[config.mk]
export PLATFORM = sky130hd
export DESIGN_NAME = transport_stream_packet_parser
export DESIGN_NICKNAME = d
export VERILOG_FILES = /design/src/tspp_pkg.sv /design/src/tspp_core.sv /design/src/transport_stream_packet_parser.sv
export SDC_FILE = /design/constraint.sdc
export NUM_CORES = 1
export LEC_CHECK = 0
export ABC_CLOCK_PERIOD_IN_PS = 9080
export BUFFER_PORTS_ARGS = -buffer_cell sky130_fd_sc_hd__buf_2
export CAP_MARGIN = 20
export CELL_PAD_IN_SITES_DETAIL_PLACEMENT = 0
export CELL_PAD_IN_SITES_GLOBAL_PLACEMENT = 1
export CORE_AREA = 2 2 152 124
export DETAILED_ROUTE_END_ITERATION = 12
export DIE_AREA = 0 0 154 126
export GPL_TIMING_DRIVEN = 0
export PLACE_DENSITY = 0.54
export SYNTH_ARGS = -nofsm -noshare
export SYNTH_HDL_FRONTEND = slang
export SYNTH_SLANG_ARGS = --single-unit
[constraint.sdc]
create_clock -name clock -period 9.08 [get_ports clock]
set_input_delay 1.362 -clock clock [delete_from_list [all_inputs] [get_ports clock]]
set_output_delay 1.362 -clock clock [all_outputs]
set_load 0.01 [all_outputs]
[src/tspp_pkg.sv]
// Shared types and constants of the transport stream packet parser.
package tspp_pkg;

   localparam logic [7:0] SYNC_VALUE   = 8'h47;
   localparam logic [7:0] HEADER_BYTES = 8'd4;

   localparam logic [1:0] MODE_188 = 2'd0;
   localparam logic [1:0] MODE_192 = 2'd1;
   localparam logic [1:0] MODE_204 = 2'd2;

   localparam logic [7:0] LAST_POS_188 = 8'd187;
   localparam logic [7:0] LAST_POS_192 = 8'd191;
   localparam logic [7:0] LAST_POS_204 = 8'd203;

   localparam logic [1:0] CLASS_HEADER  = 2'd0;
   localparam logic [1:0] CLASS_ADAPT   = 2'd1;
   localparam logic [1:0] CLASS_PAYLOAD = 2'd2;
   localparam logic [1:0] CLASS_DISCARD = 2'd3;

   localparam logic [1:0] AFC_RESERVED     = 2'd0;
   localparam logic [1:0] AFC_PAYLOAD_ONLY = 2'd1;
   localparam logic [1:0] AFC_ADAPT_ONLY   = 2'd2;
   localparam logic [1:0] AFC_BOTH         = 2'd3;

   localparam logic [2:0] REG_PACKET_SIZE_MODE = 3'd0;

   typedef struct packed {
      logic [3:0]  continuity;
      logic [1:0]  adaptation_control;
      logic [1:0]  scrambling;
      logic        priority_res;
      logic        unit_start;
      logic        transport_error;
      logic [12:0] pid;
      logic        length_error;
      logic        sync_error;
      logic [7:0]  out_byte;
      logic        last_of_packet;
      logic [1:0]  byte_class;
   } result_type;

endpackage

[src/tspp_core.sv]
// Packet position tracking, header capture and byte classification.
module tspp_core (
   input  logic                 clock,
   input  logic                 reset,
   input  logic                 accept,
   input  logic [7:0]           data_byte,
   input  logic [1:0]           size_mode,
   output tspp_pkg::result_type result
);

   logic [7:0]  pos_ff, pos_in;
   logic [2:0]  flags_ff, flags_in;
   logic [12:0] pid_ff, pid_in;
   logic [7:0]  ctrl_ff, ctrl_in;
   logic [8:0]  alen_ff, alen_in;
   logic        sync_bad_ff, sync_bad_in;

   logic [7:0] last_pos;
   logic [8:0] room;
   logic [7:0] rel;
   logic [1:0] afc;
   logic [1:0] cls;
   logic       last;

   always_comb begin
      unique case (size_mode)
         tspp_pkg::MODE_192: last_pos = tspp_pkg::LAST_POS_192;
         tspp_pkg::MODE_204: last_pos = tspp_pkg::LAST_POS_204;
         default:            last_pos = tspp_pkg::LAST_POS_188;
      endcase
   end

   always_comb begin
      flags_in    = flags_ff;
      pid_in      = pid_ff;
      ctrl_in     = ctrl_ff;
      alen_in     = alen_ff;
      sync_bad_in = sync_bad_ff;
      afc         = ctrl_ff[5:4];
      rel         = pos_ff - tspp_pkg::HEADER_BYTES;
      cls         = tspp_pkg::CLASS_DISCARD;
      priority if (pos_ff == 8'd0) begin
         flags_in    = 3'd0;
         pid_in      = 13'd0;
         ctrl_in     = 8'd0;
         alen_in     = 9'd0;
         sync_bad_in = (data_byte != tspp_pkg::SYNC_VALUE);
         cls         = tspp_pkg::CLASS_HEADER;
      end else if (pos_ff == 8'd1) begin
         flags_in = data_byte[7:5];
         pid_in   = {data_byte[4:0], 8'd0};
         cls      = tspp_pkg::CLASS_HEADER;
      end else if (pos_ff == 8'd2) begin
         pid_in = {pid_ff[12:8], data_byte};
         cls    = tspp_pkg::CLASS_HEADER;
      end else if (pos_ff == 8'd3) begin
         ctrl_in = data_byte;
         cls     = tspp_pkg::CLASS_HEADER;
      end else begin
         unique case (afc)
            tspp_pkg::AFC_PAYLOAD_ONLY: cls = tspp_pkg::CLASS_PAYLOAD;
            tspp_pkg::AFC_ADAPT_ONLY, tspp_pkg::AFC_BOTH: begin
               priority if (pos_ff == tspp_pkg::HEADER_BYTES) begin
                  alen_in = {1'b0, data_byte} + 9'd1;
                  cls     = tspp_pkg::CLASS_ADAPT;
               end else if ({1'b0, rel} < alen_ff) begin
                  cls = tspp_pkg::CLASS_ADAPT;
               end else if (afc == tspp_pkg::AFC_BOTH) begin
                  cls = tspp_pkg::CLASS_PAYLOAD;
               end else begin
                  cls = tspp_pkg::CLASS_DISCARD;
               end
            end
            default: cls = tspp_pkg::CLASS_DISCARD;
         endcase
      end
      last   = (pos_ff >= last_pos);
      pos_in = last ? 8'd0 : pos_ff + 8'd1;
   end

   // bytes left after the header: last_pos + 1 - 4
   assign room = {1'b0, last_pos} - 9'd3;

   always_comb begin
      result.byte_class         = cls;
      result.last_of_packet     = last;
      result.out_byte           = data_byte;
      result.sync_error         = sync_bad_in;
      result.length_error       = (alen_in > room);
      result.pid                = pid_in;
      result.transport_error    = flags_in[2];
      result.unit_start         = flags_in[1];
      result.priority_res       = flags_in[0];
      result.scrambling         = ctrl_in[7:6];
      result.adaptation_control = ctrl_in[5:4];
      result.continuity         = ctrl_in[3:0];
   end

   always_ff @(posedge clock) begin
      if (reset) begin
         pos_ff      <= 8'd0;
         flags_ff    <= 3'd0;
         pid_ff      <= 13'd0;
         ctrl_ff     <= 8'd0;
         alen_ff     <= 9'd0;
         sync_bad_ff <= 1'b0;
      end else if (accept) begin
         pos_ff      <= pos_in;
         flags_ff    <= flags_in;
         pid_ff      <= pid_in;
         ctrl_ff     <= ctrl_in;
         alen_ff     <= alen_in;
         sync_bad_ff <= sync_bad_in;
      end
   end

endmodule

[src/transport_stream_packet_parser.sv]
// Top level of the transport stream packet parser: stream ports, register port, result beat.
// The result of each accepted byte is registered in res_ff and shown on the result channel from there.
// Throughput: one byte per cycle; the parse of each byte is one pass of tspp_core's logic.
// The input stalls only while a result beat is held and rsp_tready is low.
// Synchronous reset clears the packet position, captured header, size mode and result valid.
module transport_stream_packet_parser (
   input  logic        clock,
   input  logic        reset,
   input  logic        req_tvalid,
   output logic        req_tready,
   input  logic [7:0]  req_tdata,   // [7:0] data_byte
   output logic        rsp_tvalid,
   input  logic        rsp_tready,
   output logic [39:0] rsp_tdata,   // [7:0] out_byte, [8] sync_error, [9] length_error,
                                    // [22:10] pid, [23] transport_error, [24] unit_start,
                                    // [25] priority_res, [27:26] scrambling,
                                    // [29:28] adaptation_control, [33:30] continuity, zero
   output logic        rsp_tlast,
   output logic [1:0]  rsp_tuser,   // [1:0] byte_class
   input  logic        csr_psel,
   input  logic        csr_penable,
   input  logic        csr_pwrite,
   input  logic [2:0]  csr_paddr,
   input  logic [31:0] csr_pwdata,
   output logic [31:0] csr_prdata,
   output logic        csr_pready
);

   logic                 req_accept;
   logic                 csr_write;
   logic [1:0]           mode_ff;
   logic                 valid_ff, valid_in;
   tspp_pkg::result_type res;
   tspp_pkg::result_type res_ff;

   assign req_tready = !valid_ff || rsp_tready;
   assign req_accept = req_tvalid && req_tready;
   assign valid_in   = req_accept || (valid_ff && !rsp_tready);

   assign csr_pready = 1'b1;
   assign csr_write  = csr_psel && csr_penable && csr_pwrite &&
                       ({csr_paddr[2], 2'b00} == tspp_pkg::REG_PACKET_SIZE_MODE);
   assign csr_prdata = ({csr_paddr[2], 2'b00} == tspp_pkg::REG_PACKET_SIZE_MODE) ?
                       {30'd0, mode_ff} : 32'd0;

   tspp_core u_core (
      .clock     (clock),
      .reset     (reset),
      .accept    (req_accept),
      .data_byte (req_tdata),
      .size_mode (mode_ff),
      .result    (res)
   );

   always_ff @(posedge clock) begin
      if (reset) begin
         mode_ff  <= tspp_pkg::MODE_188;
         valid_ff <= 1'b0;
      end else begin
         if (csr_write) begin
            mode_ff <= csr_pwdata[1:0];
         end
         valid_ff <= valid_in;
      end
   end

   // hold the result beat until it is taken
   always_ff @(posedge clock) begin
      if (req_accept) begin
         res_ff <= res;
      end
   end

   assign rsp_tvalid = valid_ff;
   assign rsp_tlast  = res_ff.last_of_packet;
   assign rsp_tuser  = res_ff.byte_class;
   assign rsp_tdata  = {6'd0, res_ff.continuity, res_ff.adaptation_control,
                        res_ff.scrambling, res_ff.priority_res, res_ff.unit_start,
                        res_ff.transport_error, res_ff.pid, res_ff.length_error,
                        res_ff.sync_error, res_ff.out_byte};

   a_accept_gives_beat: assert property (@(posedge clock) disable iff (reset)
      req_accept |=> rsp_tvalid)
      else $error("accepted byte produced no result beat");

   a_adapt_needs_afc: assert property (@(posedge clock) disable iff (reset)
      (rsp_tvalid && rsp_tuser == tspp_pkg::CLASS_ADAPT) |-> res_ff.adaptation_control[1])
      else $error("adaptation byte without adaptation field flag");

   a_payload_needs_afc: assert property (@(posedge clock) disable iff (reset)
      (rsp_tvalid && rsp_tuser == tspp_pkg::CLASS_PAYLOAD) |-> res_ff.adaptation_control[0])
      else $error("payload byte without payload flag");

   a_sync_header: assert property (@(posedge clock) disable iff (reset)
      (req_accept && res.byte_class == tspp_pkg::CLASS_HEADER &&
       res.pid == 13'd0 && res.adaptation_control == tspp_pkg::AFC_RESERVED &&
       res.transport_error == 1'b0 && res.length_error) |-> 1'b0)
      else $error("length error raised before adaptation field length byte");

endmodule
* Yosys cells after proc, flatten, opt, wreduce, memory -nomap -nowiden
Cells that the tools add are included.
** Operators by class
- Multiplexer cells :: 23
- Eq/ne operators :: 10
- Shift operators :: 0
- Magnitude comparators :: 3
- Add/sub/neg operators :: 4
- Reduce and logical (&&, ||, !) cells :: 12
- Div/mod/pow operators :: 0
- Bitwise gates (word level) :: 1
- $mul :: 0
** Operator list (number)
- 2-to-1 mux 9 bit :: 6
- 2-to-1 mux 8 bit :: 6
- 2-to-1 mux 13 bit :: 2
- == test 8 x 2 -> 1 bit, second input constant :: 2
- case mux 7 bit (2 select lines) :: 1
- adder 8 x 1 -> 9 bit, second input constant :: 1
- greater-than comparator 9 bit :: 1
- less-than comparator 8 x 9 -> 1 bit :: 1
- subtractor 8 x 2 -> 9 bit, second input constant :: 1
- adder 8 x 1 -> 8 bit, second input constant :: 1
- == test 8 x 1 -> 1 bit, second input constant :: 1
- == test 8 x 3 -> 1 bit, second input constant :: 1
- greater-or-equal comparator 8 bit :: 1
- zero test 8 bit :: 1
- inequality test 8 x 7 -> 1 bit, second input constant :: 1
- subtractor 8 x 3 -> 8 bit, second input constant :: 1
- == test 2 bit, second input constant :: 3
- 2-to-1 mux 2 bit :: 3
- 2-to-1 mux 3 bit :: 2
- logical AND 1 bit :: 5
- == test 2 x 1 -> 1 bit, second input constant :: 2
- case mux 2 bit (2 select lines) :: 1
- OR reduction 4 bit :: 1
- zero test 1 bit :: 2
- other kinds (4) :: 6
** Word-level totals
- Memories :: 0
- Latch bits :: 0
- Input port bits :: 50
- Bits in read-only memories :: 0
- Flip-flop bits (word level) :: 82
- Output and inout bits :: 78
- Memory bits (writable) :: 0

* Logic depth before layout (Yosys ltp)
Gate-level depths: netlist (run 1).
- Depth after elaboration :: 8
- Gate-level depth with buffers :: 14
- Mapped depth without buffers :: 12

* Cells and area by module
A second synthesis (run 1) with hierarchy kept.
** Second synthesis, totals
- Cell total of the unflattened synthesis :: 454
- Area total of the unflattened synthesis :: 4533.1 um^2
** By module, submodules not included
- tspp_core :: cells each 362, area each 2982.9 um^2, times used 1
- transport_stream_packet_parser :: cells each 92, area each 1550.2 um^2, times used 1

* Least setup slack after synthesis (run 1)
OpenSTA, ideal clock, no wires.
- Path type :: input to register
- Start point :: in rsp_tready
- End point :: reg res_ff, in the netlist rsp_tdata[0] (enable)
- Stages :: 5
- Setup slack :: 5266 ps
- Arrival time :: 3398 ps
- Path buffers :: 2
- Library setup time :: 415 ps
- Required time :: 8665 ps
- Path through :: nand2b_1 -> nand2_1 -> inv_1 -> clkbuf_1 -> clkbuf_1
** On the way
- Cells in the longest elaborated chain, start to end :: 2
** RTL lines
- from (decl) :: line transport_stream_packet_parser.sv:13 : input logic rsp_tready,
- logical OR 1 bit :: line transport_stream_packet_parser.sv:36 : assign req_tready = !valid_ff || rsp_tready;
- logical AND 1 bit :: line transport_stream_packet_parser.sv:37 : assign req_accept = req_tvalid && req_tready;
- named net req_accept :: line transport_stream_packet_parser.sv:29 : logic req_accept;
- to (signal assigned) :: line transport_stream_packet_parser.sv:70 : res_ff <= res;
- to (decl) :: line transport_stream_packet_parser.sv:34 : tspp_pkg::result_type res_ff;
The timed path passes the listed nets, and every way through them passes these cells.
A chain may end at the register's enable or synchronous reset.

==> results of run 1 <==
where the power goes:
group          switching, W  internal (W)  total [W]
logic             0.0000793     0.0000464   0.000126
registers        0.00000501      0.000400   0.000405
clock network      0.000164      0.000196   0.000360
total              0.000249      0.000642   0.000891
flip-flops by register name, indices dropped and copies added, names as in the netlist:
signal,cells
rsp_tdata,34
u_core.alen_ff,9
rsp_tlast,1
u_core.ctrl_ff,8
rsp_tuser,2
u_core.flags_ff,3
rsp_tvalid,1
u_core.pid_ff,13
u_core.pos_ff,8
u_core.sync_bad_ff,1
mode_ff,2
area by class of cell:
cell class	count	area [sq um]	area share [%]
Tap cell	230	287.8	5.311
Buffer	62	412.9	7.619
Inverter	20	75.07	1.385
Sequential cell	82	2012	37.13
Multi-Input combinational cell	324	2032	37.50
Timing Repair Buffer	59	310.3	5.726
Clock buffer	10	239.0	4.410
Clock inverter	6	50.05	0.9236
per-layer routing:
metal,vias up,track usage [%]
li1,1703,-
met5,-,0
met1,1585,16.41
met3,14,3.682
met2,95,17.81
met4,0,4.563
logic make-up (layout without fill, tap and decap cells):
group | count (synthesis) | in the layout
fa+ha+maj | 24 | 24
mux | 27 | 27
simple gates | 150 | 150
xor+xnor | 15 | 15
flops | 82 | 82
other cells | 2 | 37
compound gates | 71 | 71
buf+inv | 82 | 157
cell usage in the layout, fill, tap and decap left out, types with 9 or more instances in the layout:
| master | Yosys | final |
|---|---|---|
| buf_4 | 40 | 40 |
| nand3_1 | 13 | 13 |
| a21oi_1 | 25 | 25 |
| edfxtp_1 | 37 | 37 |
| ha_1 | 24 | 24 |
| a22oi_1 | 16 | 16 |
| xnor2_1 | 9 | 9 |
| nand2_1 | 41 | 41 |
| o21ai_0 | 10 | 10 |
| dfxtp_1 | 45 | 45 |
| buf_2 | 5 | 63 |
| conb_1 | 2 | 37 |
| clkbuf_1 | 12 | 11 |
| mux2i_1 | 27 | 27 |
| clkbuf_16 | 0 | 9 |
| inv_1 | 20 | 20 |
| nor2_1 | 59 | 59 |
tightest hold or removal path, stage by stage, from the launching register on:
cell and delay, ps:
dfxtp_1 310, nand2_1 50, a21oi_1 50
cell usage after synthesis, drive strengths merged:
cell type / n / area share [%]
xnor2: 9 / 1.8
mux2i: 27 / 6.1
clkbuf: 12 / 1.0
a22oi: 16 / 2.7
edfxtp: 37 / 25
o41ai: 3 / 0.77
o21ai: 13 / 1.5
xor2: 6 / 1.2
a22o: 1 / 0.20
a21o: 4 / 0.68
nand3b: 3 / 0.51
nand3: 13 / 1.5
or2: 2 / 0.28
buf: 50 / 8.3
a32oi: 2 / 0.40
nor2: 59 / 5.0
and3: 6 / 0.88
nand2b: 5 / 0.71
or3: 5 / 0.71
a31oi: 2 / 0.43
ha: 24 / 6.8
o31a: 1 / 0.20
a31o: 1 / 0.20
inv: 20 / 1.7
o311ai: 1 / 0.20
nor4: 2 / 0.63
nand4: 2 / 0.28
a2111oi: 1 / 0.20
nand4b: 1 / 0.20
nor2b: 2 / 0.28
nor3: 7 / 1.4
nand2: 42 / 3.8
a21oi: 25 / 2.8
dfxtp: 45 / 20
a211oi: 1 / 0.28
and4bb: 1 / 0.28
conb: 2 / 0.17
worst max-delay path by stage:
stage                     to  slack [ps]  cells past startpoint
2_1_floorplan   rsp_tdata[0]        5270                      5
3_3_place_gp   rsp_tdata[10]        4000                      6
3_5_place_dp    rsp_tdata[9]        4980                     12
4_1_cts         rsp_tdata[9]        5360                     12
5_1_grt         rsp_tdata[9]        5170                     12
6_report        rsp_tdata[9]        5320                     12
metrics by stage:
step / total power (W) / hold slack (ps) / util [%] / worst slack [ps]
after floorplan: 0.0004978 / 436.0 / - / 5266
after global placement: 0.0005378 / 442.1 / 28.55 / 4000
after detailed placement: 0.0005392 / 447.6 / 28.67 / 4980
after CTS: 0.0009033 / 456.5 / 30.29 / 5357
after global routing: 0.0009301 / 474.1 / 30.29 / 5166
final: 0.0008908 / 453.5 / 30.29 / 5323
==> results.tsv, run 1 <==
stage	metric	value	unit
critical_path	r2r worst-path depth	14	
clock_network	clock-pin transition on the worst setup and hold timing paths	60	ps
cells_and_area	layout cells sized above 1	23.98	%
synth	Mapped Cells	453	
synth	Synth Area in XOR/XNOR	2.986	%
run_status	outcome	complete, but fails checks	
synth	Netlist cell types	48	
synth	Yosys warnings	0	
cells_and_area	Post-Layout Cell Count	793	
placed_design	port bufs	58	
detailed_routing	Pre-antenna DRT Iters	8	
critical_path	cell mode on critical path	nand3_1	
timing	Final Hold Vio Count	0	
timing	Worst-Margin Slew	668.9	ps
cells_and_area	n_diodes	0	
clock_network	setup bufs post-CTS	0	
power	leakage power	2.371	nW
timing	Worst slew margin	55.41	%
clock_network	post_cts resized	0	
run	Max Cap Violations	0	
timing	crit path time final	3757	ps
critical_path	crit-path cells	buf_2, clkbuf_1, nand3_1, or3_1, nand3_1, o21ai_1, nor2_1, ha_1, a21o_1, a21oi_1, o41ai_2, a31o_1	
clock_network	clock latency on the worst-skew pair	350	ps
detailed_routing	metal3 WL	818	um
timing	RSZ-0062 raised after global routing	no	
cells_and_area	fillers	1843	
cells_and_area	P&R area growth vs syn	23.18	%
clock_network	Hold Buf Count CTS	0	
detailed_routing	drc violations	1	
placed_design	dpl hpwl	8217	um
critical_path	Worst Path Max Fanout	10	
run_status	violated checks	design-rule violations	
synth	Seq/Total Area, Yosys	45.73	%
clock_network	H-tree Lvls	3	
synth	mux contribution to synthesized area	6.143	%
critical_path	Reg2Reg Capture Point	rsp_tdata[9]	
die	die area	19400	sq um
synth	number of synthesized register bits	82	
placed_design	placed instance area	5130	sq um
timing	# setup viols final	0	
power	maximum vdd drop	0.07067	mV
global_route	total grt overflow	0	
global_route	vias in the first global route	3282	
die	starting density of the core	24.59	%
timing	Max Clock Skew	10.87	ps
critical_path	family with the most delay on the worst path	simple AND/OR/NAND/NOR gates	
die	Die Span Y	126	um
clock_network	CTS tree	yes	
synth	Compound-Gate Fraction of Synth Area	10.61	%
synth	Simple-Gate Fraction of Synth Area	16.47	%
placed_design	GPL Wtd Cong	0.7840	
global_route	largest net degree at the start of global routing	37	
clock_network	Max clock buf depth	2	
critical_path	Critical Path RT	9180	ps
die	Site Rows	44	
die	Die X	154	um
critical_path	slowest CP cell	clkbuf_1	
die	CORE AREA	17890	sq um
detailed_routing	1st-iter DRT viols	134	
clock_network	Root Driver	clkbuf_16	
hold_path	hold_sp	u_core.pid_ff[8]	
detailed_routing	DRT antenna net count	0	
detailed_routing	Via Count	3397	
die	I/O pins	128	
timing	setup total negative slack	0	ps
detailed_routing	WL met2	4967	um
critical_path	max incr delay on CP	510	ps
critical_path	CP Class	in -> reg	
cells_and_area	final net count	632	
power	power density cells	164.4	nW/um^2
timing	max-slew violation count	0	
clock_network	Num CTS Buffers	9	
synth	combinational family with the most area after synthesis	simple AND/OR/NAND/NOR gates	
placed_design	Placed Instances	777	
detailed_routing	Met1 Wirelength	5368	um
global_route	Global Route Usage Sum	12.01	%
critical_path	WP data arrival	3850	ps
critical_path	reg-to-reg slack, setup	5780	ps
detailed_routing	final WL	11320	um
hold_path	Hold/Removal Path Class	reg -> reg	
synth	Synth Area in Adders	6.826	%
clock_network	CTS sink cnt	82	
timing	period utilization	41.38	%
detailed_routing	Avg Vias per Cell	4.284	
critical_path	CP bufs+invs	2	
critical_path	startpoint types	input pin	
synth	Mapped Area	4399	sq um
global_route	first-pass GRT wire length	17810	um
timing	fmax	266.1	MHz
synth	syn_area_per_cell	9.711	sq um
detailed_routing	highest routed metal layer	met4	
hold_path	Worst Hold End	u_core.pid_ff[8]	
critical_path	Reg-to-Reg Start	u_core.pos_ff[0]	
hold_path	Hold Path Stages	2	
detailed_routing	post-DR wirelength/cell	14.27	um
global_route	initial antenna violation count	0	
cells_and_area	Final Instance Area	5419	sq um
critical_path	crit end category	flip-flop	
critical_path	Critical path origin	req_tdata[2]	
Power figures use the tool's default switching activity.
==> run 2: changes to the inputs <==
--- a/config.mk
+++ b/config.mk
@@ -5,7 +5,7 @@
 export SDC_FILE = /design/constraint.sdc
 export NUM_CORES = 1
 export LEC_CHECK = 0
-export ABC_CLOCK_PERIOD_IN_PS = 9080
+export ABC_CLOCK_PERIOD_IN_PS = 3400
 export BUFFER_PORTS_ARGS = -buffer_cell sky130_fd_sc_hd__buf_2
 export CAP_MARGIN = 20
 export CELL_PAD_IN_SITES_DETAIL_PLACEMENT = 0
@@ -14,7 +14,7 @@
 export DETAILED_ROUTE_END_ITERATION = 12
 export DIE_AREA = 0 0 154 126
 export GPL_TIMING_DRIVEN = 0
-export PLACE_DENSITY = 0.54
+export PLACE_DENSITY = 0.56
 export SYNTH_ARGS = -nofsm -noshare
 export SYNTH_HDL_FRONTEND = slang
 export SYNTH_SLANG_ARGS = --single-unit
==> constraint.sdc (replaced) <==
create_clock -name clock -period 3.4 [get_ports clock]
set_input_delay 0.51 -clock clock [delete_from_list [all_inputs] [get_ports clock]]
set_output_delay 0.51 -clock clock [all_outputs]
set_load 0.01 [all_outputs]
==> results.tsv, run 2 (synthesized netlist as in run 1, its figures left out) <==
stage	metric	value	unit
global_route	largest net degree at the start of global routing	35	
cells_and_area	area of the multi-input gates	2032	sq um
timing	# setup viols final	0	
global_route	Global Route Usage Sum	11.63	%
detailed_routing	Avg Vias per Cell	4.349	
hold_path	Hold/Removal Path Class	in -> reg	
critical_path	WP data arrival	3290	ps
clock_network	CTS tree	yes	
cells_and_area	P&R area growth vs syn	23.35	%
cells_and_area	most frequent cells in the layout	63 x buf_2, 59 x nor2_1, 42 x dfxtp_1	
power	leakage power	2.377	nW
critical_path	CP Class	reg -> reg	
die	I/O pins	128	
detailed_routing	Via Count	3449	
clock_network	CTS sink cnt	82	
power	maximum vdd drop	0.2363	mV
clock_network	H-tree Lvls	3	
global_route	vias in the first global route	3281	
cells_and_area	fillers	1904	
clock_network	clock latency on the worst-skew pair	340	ps
cells_and_area	layout cells sized above 1	24.51	%
timing	Worst-Margin Slew	634.6	ps
timing	setup total negative slack	0	ps
die	Die Span Y	126	um
critical_path	startpoint types	flip-flop	
clock_network	setup bufs post-CTS	0	
placed_design	GPL Wtd Cong	0.7822	
run	Max Cap Violations	0	
die	Die X	154	um
cells_and_area	final net count	632	
detailed_routing	DRT antenna net count	0	
detailed_routing	final WL	11210	um
cells_and_area	Reg area	2016	sq um
clock_network	Hold Buf Count CTS	0	
cells_and_area	max FFs per register	34	
global_route	total grt overflow	0	
global_route	first-pass GRT wire length	17610	um
clock_network	post_cts resized	0	
die	die area	19400	sq um
clock_network	clock-pin transition on the worst setup and hold timing paths	70	ps
timing	RSZ-0062 raised after global routing	no	
run_status	outcome	finished, final reports clean	
timing	period utilization	94.12	%
cells_and_area	Post-Layout Cell Count	793	
timing	Hold WS	358.1	ps
critical_path	Critical Path RT	3490	ps
power	total chip power	0.002376	W
cells_and_area	n_diodes	0	
placed_design	Placed Instances	777	
timing	Max Clock Skew	11.43	ps
clock_network	Max clock buf depth	2	
cells_and_area	commonest non-fill, non-tap cell in the layout	buf_2	
detailed_routing	Pre-antenna DRT Iters	4	
placed_design	port bufs	58	
clock_network	Root Driver	clkbuf_16	
timing	crit path time final	3200	ps
detailed_routing	1st-iter DRT viols	203	
die	Site Rows	44	
clock_network	Num CTS Buffers	9	
power	power density cells	437.9	nW/um^2
die	starting density of the core	24.59	%
detailed_routing	post-DR wirelength/cell	14.14	um
placed_design	dpl hpwl	8202	um
critical_path	Worst Path Max Fanout	10	
timing	max-slew violation count	0	
global_route	initial antenna violation count	0	
timing	Worst slew margin	57.41	%
timing	Final Hold Vio Count	0	
detailed_routing	drc violations	0	
timing	fmax	312.5	MHz
die	CORE AREA	17890	sq um
cells_and_area	Final Util	30.33	%
critical_path	crit end category	flip-flop	
==> run 2: cell types whose count changed in the layout (fill, tap and decap cells not counted), sizes merged <==
cell	delta
clkbuf	-1
clkinv	-1
clkinvlp	-1
inv	+3
==> run 2: power by group <==
group	leakage [nW]	total (W)	internal [W]	switching (W)
clock network	0.142	0.000959	0.000515	0.000445
logic	1.50	0.000334	0.000124	0.000210
registers	0.734	0.00108	0.00107	0.0000143
==> run 2: final timing paths <==
path / endpoint / depth (start not counted) / startpoint / slack [ps]
max: rsp_tdata[9] / 11 / u_core.pos_ff[5] / 200
min: rsp_tdata[5] / 1 / req_tdata[5] / 360
max reg2reg: rsp_tdata[9] / 11 / u_core.pos_ff[5] / 200
min reg2reg: u_core.flags_ff[0] / 2 / u_core.flags_ff[0] / 460
==> run 2: routing by layer <==
| metal | GRT usage, % | share of wire, % | wire length (um) |
|---|---|---|---|
| met5 | 0 | 0 | 0 |
| met2 | 18.73 | 44 | 4983 |
| met3 | 2.684 | 7.1 | 793 |
| met4 | 2.639 | 0.83 | 93 |
| met1 | 15.95 | 48 | 5340 |
==> run 2: through the flow <==
| stage | setup WS, ps | instance area [sq um] |
|---|---|---|
| after floorplan | 438.1 | 4531 |
| after global placement | -694.9 | 5109 |
| after detailed placement | 158.8 | 5130 |
| after CTS | 135.1 | 5423 |
| after global routing | 10.83 | 5426 |
| final | 200.1 | 5426 |
==> run 2: final cells by class <==
class | instances | area share, %
Buffer | 62 | 7.609
Clock buffer | 9 | 4.150
Clock inverter | 7 | 1.245
Inverter | 20 | 1.383
Multi-Input combinational cell | 324 | 37.45
Sequential cell | 82 | 37.15
Tap cell | 230 | 5.303
Timing Repair Buffer | 59 | 5.718
==> run 2: worst max-delay path, cell delays in order (launching register included) <==
cell and delay (ps):
dfxtp_1 310, buf_2 170, nor4_4 490, and3_2 340
buf_2 270, buf_2 290, nor2_1 90, ha_1 310
a21o_1 160, a21oi_1 170, o41ai_2 100, a31o_1 240
